## src/hdl/mandelbrot_escape_time_pixel_core_macros.svh

```systemverilog
// Assertion macros shared by the escape-time pixel core.
`ifndef MANDELBROT_ESCAPE_TIME_PIXEL_CORE_MACROS_SVH
`define MANDELBROT_ESCAPE_TIME_PIXEL_CORE_MACROS_SVH

// Same-cycle implication, checked while out of reset.
`define MBE_ASSERT_IMPL(lbl, ante, cons, msg) \
	lbl: assert property (@(posedge clk) disable iff (!arst_n) (ante) |-> (cons)) \
		else $error(msg);

// Next-cycle implication, checked while out of reset.
`define MBE_ASSERT_NEXT(lbl, ante, cons, msg) \
	lbl: assert property (@(posedge clk) disable iff (!arst_n) (ante) |=> (cons)) \
		else $error(msg);

`endif

```

## src/hdl/mbe_pkg.sv

```systemverilog
// Shared constants, types and fixed-point helpers of the escape-time pixel core.
`default_nettype none
package mbe_pkg;
	localparam int COORD_BITS = 12;
	localparam int FRAC_BITS  = 24;
	localparam int COORD_USE  = (COORD_BITS < 12) ? COORD_BITS : 12;
	localparam int DIV_STAGES = 8;

	localparam logic signed [31:0] X_MIN_RST  = 32'(-(64'sd2 <<< FRAC_BITS));
	localparam logic signed [31:0] Y_MIN_RST  = 32'(-(64'sd2 <<< FRAC_BITS));
	localparam logic signed [31:0] STEP_X_RST = 32'sd62915;
	localparam logic signed [31:0] STEP_Y_RST = 32'sd83886;
	localparam logic [7:0]         MAX_IT_RST = 8'd40;
	localparam logic signed [31:0] FOUR       = 32'(64'sd4 <<< FRAC_BITS);

	typedef enum logic [2:0] {
		REG_X_MIN    = 3'd0,
		REG_Y_MIN    = 3'd1,
		REG_STEP_X   = 3'd2,
		REG_STEP_Y   = 3'd3,
		REG_MAX_ITER = 3'd4
	} cfg_reg_t;

	// One word moving down the gray-level divider chain.
	typedef struct packed {
		logic        valid;
		logic [15:0] rem;
		logic [7:0]  div;
		logic [7:0]  quo;
		logic [7:0]  iters;
		logic        esc;
	} div_word_t;

	function automatic logic signed [63:0] ext64(input logic signed [31:0] v);
		return {{32{v[31]}}, v};
	endfunction

	function automatic logic signed [31:0] sat32(input logic signed [63:0] v);
		if (v > 64'sd2147483647) begin
			return 32'sh7fffffff;
		end else if (v < -64'sd2147483648) begin
			return 32'sh80000000;
		end
		return v[31:0];
	endfunction

	// Fixed-point product, floored and saturated.
	function automatic logic signed [31:0] fx_mul(input logic signed [31:0] a,
			input logic signed [31:0] b);
		logic signed [63:0] prod;
		prod = ext64(a) * ext64(b);
		return sat32(prod >>> FRAC_BITS);
	endfunction
endpackage
`default_nettype wire

```

## src/hdl/mbe_div_cell.sv

```systemverilog
// One restoring-division cell of the gray-level divider chain.
`default_nettype none
module mbe_div_cell import mbe_pkg::*; (
	input  wire logic      clk,
	input  wire logic      arst_n,
	input  wire logic      en,
	input  wire div_word_t din,
	output div_word_t      dout
);
	logic [16:0] trial;
	logic        ge;
	logic [15:0] nrem;
	div_word_t   nxt;

	// Try to take the divisor scaled by 128, then shift the remainder up.
	always_comb begin
		trial = {1'b0, din.rem} - {2'b00, din.div, 7'b0};
		ge    = !trial[16];
		nrem  = ge ? trial[15:0] : din.rem;
		nxt   = din;
		nxt.rem = {nrem[14:0], 1'b0};
		nxt.quo = {din.quo[6:0], ge};
	end

	always_ff @(posedge clk or negedge arst_n) begin
		if (!arst_n) begin
			dout <= '0;
		end else if (en) begin
			dout <= nxt;
		end
	end
endmodule
`default_nettype wire

```

## config.mk

```make
export PLATFORM = sky130hd
export DESIGN_NAME = mbe_div_cell
export DESIGN_NICKNAME = d
export VERILOG_FILES = /design/src/hdl/mandelbrot_escape_time_pixel_core_macros.svh /design/src/hdl/mbe_pkg.sv /design/src/hdl/mbe_div_cell.sv
export SDC_FILE = /design/constraint.sdc
export NUM_CORES = 1
export LEC_CHECK = 0
export BUFFER_PORTS_ARGS = -buffer_cell sky130_fd_sc_hd__buf_2
export CORE_MARGIN = 8
export CORE_UTILIZATION = 45
export CTS_CLUSTER_DIAMETER = 80
export DETAILED_ROUTE_END_ITERATION = 10
export GPL_TIMING_DRIVEN = 0
export PLACE_DENSITY = 0.81
export SLEW_MARGIN = 15
export SYNTH_ARGS = -nofsm -noshare
export SYNTH_HDL_FRONTEND = slang
export SYNTH_SLANG_ARGS = --single-unit
```

## constraint.sdc

```tcl
create_clock -name clk -period 0.95 [get_ports clk]
set_input_delay 0.19 -clock clk [delete_from_list [all_inputs] [get_ports clk]]
set_output_delay 0.19 -clock clk [all_outputs]
set_load 0.005 [all_outputs]
```

==> results.yml <==
pwr:
  ir_worst_vdd_uv: 964
  power.density_nw_per_um2: 1550
  p_leak_nw: 1.45
placed_design:
  place_congestion: 0.843
  dp_hpwl_mm: 3.85
  port_buffers: 83
  placed_cells: 298
timing:
  grt_setup_unrepaired: "yes"
  hold_viol_final: 0
  setup_ws_ps: -531
  tightest_slew_ps: 903
  setup_viol_count_final: 50
  period_minus_slack_ps: 1480
  slew_violations: 0
  whs_ps: 27.2
  fmax_mhz: 675
  relSlewSlack: 0.398
  post-route-period-util: 1.56
  finClkSkew_ps: 0
worst_setup_path:
  r2r_cells: 4
  cp_max_fo: 3
  slowest_delay_ps: 330
  slowest_stage: "a311o_1"
  startpoint_type: "input port"
  arrival_ps: 1660
  crit_type: "in2reg"
  cp-end-kind: "flop"
  cp_top_family: "compound AO/OA/AOI/OAI gates"
  required_ps: 1130
  cp_num_cells: 9
  path_buf_inv: 3
  critical_path.cell_chain: "buf_6 -> inv_4 -> ha_4 -> a21o_1 -> a211o_1 -> buf_4 -> nand3_1 -> a211oi_1 -> a311o_1"
logic_synthesis:
  ys_ff_latch: 41
  synth.area.top_cells: "dfrtp_1 (51%), mux2_2 (19%), ha_1 (5.0%)"
  syn_avg_cell_area_um2: 12.3
  yosysTopAreaCell: "dfrtp_1"
  syn_area_um2: 2000
  synth_fp_nets: 217
  yosysWarnings: 0
  syn_inst: 163
  yosysTopAreaCellShare: 0.513
  ys_types: 36
  ys_seq_area_frac: 0.513
clock_network:
  cts.sinks: 41
  htreeDepth: 2
  clk_path_buf_depth: 2
  cts_buffers: 5
  cts_tree: "done"
  worst_setup_hold_path_clk_slew_ps: 80
  holdBufCountCts: 0
  root_buffer: "clkbuf_8"
  clock_latency_ps: 280
floorplan:
  die_y_um: 82.6
  rows: 24
  core_um2: 4320
  initial_core_util: 0.462
  io_pins: 87
  dieArea_um2: 6830
  die_x_um: 82.6
layout:
  drive_above_1_share: 0.653
  final_nets: 331
  n_antenna_cell: 0
  final_cells: 329
  max_flop_register: "dout"
  final_common_cell: "buf_2"
  reg_top3: "dout x41"
  syn_to_final_growth_pct: 50.4
  final_cell_mix: "buf_2 (74), dfrtp_1 (41), mux2_2 (32)"
  largest_register_ffs: 41
status:
  violations: "setup timing"
  status: "finished with violations"
detailed_routing:
  first_pass_iters: 4
  wire_per_inst_um: 16.2
  routed-via-count: 1666
  viasPerCell: 5.06
  drtAntennaViolNets: 0
  first_iter_violations: 113
  post-route-drc-count: 0
  wirelength_mm: 5.34
global_route:
  grtUsageTotal: 0.162
  grt_pass1_wl_mm: 8.51
  grt_pass1_vias: 1828
  grt-ovfl-total: 0
  grt_max_degree: 42
  antenna_found_initial: 0
job:
  maxCapViolations: 0
min_path:
  min-delay-path-class: "in2async"
==> per-layer routing <==
layer / routed length (um) / track usage / part of all wire
met1: 2040 / 0.179 / 0.38
met2: 2600 / 0.270 / 0.49
met3: 641 / 0.0833 / 0.12
met4: 54 / 0.0414 / 0.010
met5: 0 / 0 / 0
==> synth_stat cells <==
library cell / count
ha_1: 8
nor3_1: 2
a221oi_1: 1
conb_1: 1
a2111oi_2: 1
nand2_1: 5
xor2_1: 2
a211oi_1: 3
nand2b_1: 3
a21o_1: 3
nor2b_1: 4
clkbuf_1: 5
o311a_1: 1
inv_1: 11
buf_1: 1
o21ai_1: 1
or2_2: 1
mux2_2: 33
nand3_1: 1
or2_1: 1
o221ai_1: 1
a31oi_1: 3
buf_6: 1
xnor2_1: 2
dfrtp_1: 41
nor2_1: 9
fa_1: 1
a311o_1: 1
buf_4: 1
nor3b_1: 1
a21oi_1: 5
o22ai_1: 1
mux2i_1: 5
nand4_1: 1
nor3_2: 1
a211o_1: 1
==> path summary, 6_finish.rpt <==
kind	end	slack [ps]	startpoint
min in group clk	dout[12]	130	din[11]
worst max register to register	dout[9]	50	dout[9]
max in group asynchronous	dout[0]	360	arst_n
worst min register to register	dout[12]	500	dout[12]
worst max-delay path	dout[40]	-530	din[23]
worst min-delay path	dout[33]	30	arst_n
==> layout make-up <==
class,count,area (um2)
fillers,318,1320
multi-input cells,103,1040
flip-flops and latches,41,1030
clock inverters,2,35.0
well taps,52,65.1
clock buffers,5,68.8
inverters,11,56.3
repair buffers,107,648
plain buffers,8,67.6
==> cell families (layout without fill, tap and decap cells) <==
kind of cell               count (synthesis)  count (layout)  synth area share
DFF                                       41              41             0.513
buffers and inverters                     19             133            0.0413
adders and majority gates                  9               9            0.0601
AOI/OAI and AO/OA                         22              22            0.0808
and+or+nand+nor                           29              29            0.0739
xor gates and xnor gates                   4               4            0.0175
muxes                                     38              38             0.211
other                                      1               1           0.00188
==> report_power, final <==
| group | total, W | internal [W] | switching (W) | leakage, nW |
|---|---|---|---|---|
| sequential | 0.00205 | 0.00195 | 0.0000959 | 0.477 |
| clock | 0.00133 | 0.000763 | 0.000570 | 0.0540 |
| combinational | 0.00129 | 0.000738 | 0.000549 | 0.917 |
==> what timing repair did <==
| item | CTS | global route |
|---|---|---|
| gates cloned | 1 | 0 |
| pin swaps | 6 | 0 |
| buffers inserted | 19 | 4 |
| setup endpoints to repair | 57 | 50 |
| resized for setup | 13 | 8 |
==> per-stage QoR <==
step | util | power (W) | setup TNS (ps) | area [um2] | worst slack, ps
CTS | 0.680 | 0.00466 | -6130 | 2940 | -512
floorplan | - | 0.00269 | -6510 | 2170 | -646
global placement | 0.613 | 0.00312 | -12840 | 2650 | -932
global route | 0.695 | 0.00493 | -7900 | 3010 | -592
finish | 0.695 | 0.00467 | -5700 | 3010 | -531
detailed placement | 0.613 | 0.00316 | -13760 | 2650 | -932
Note: power is estimated with default switching activity, not from simulation.
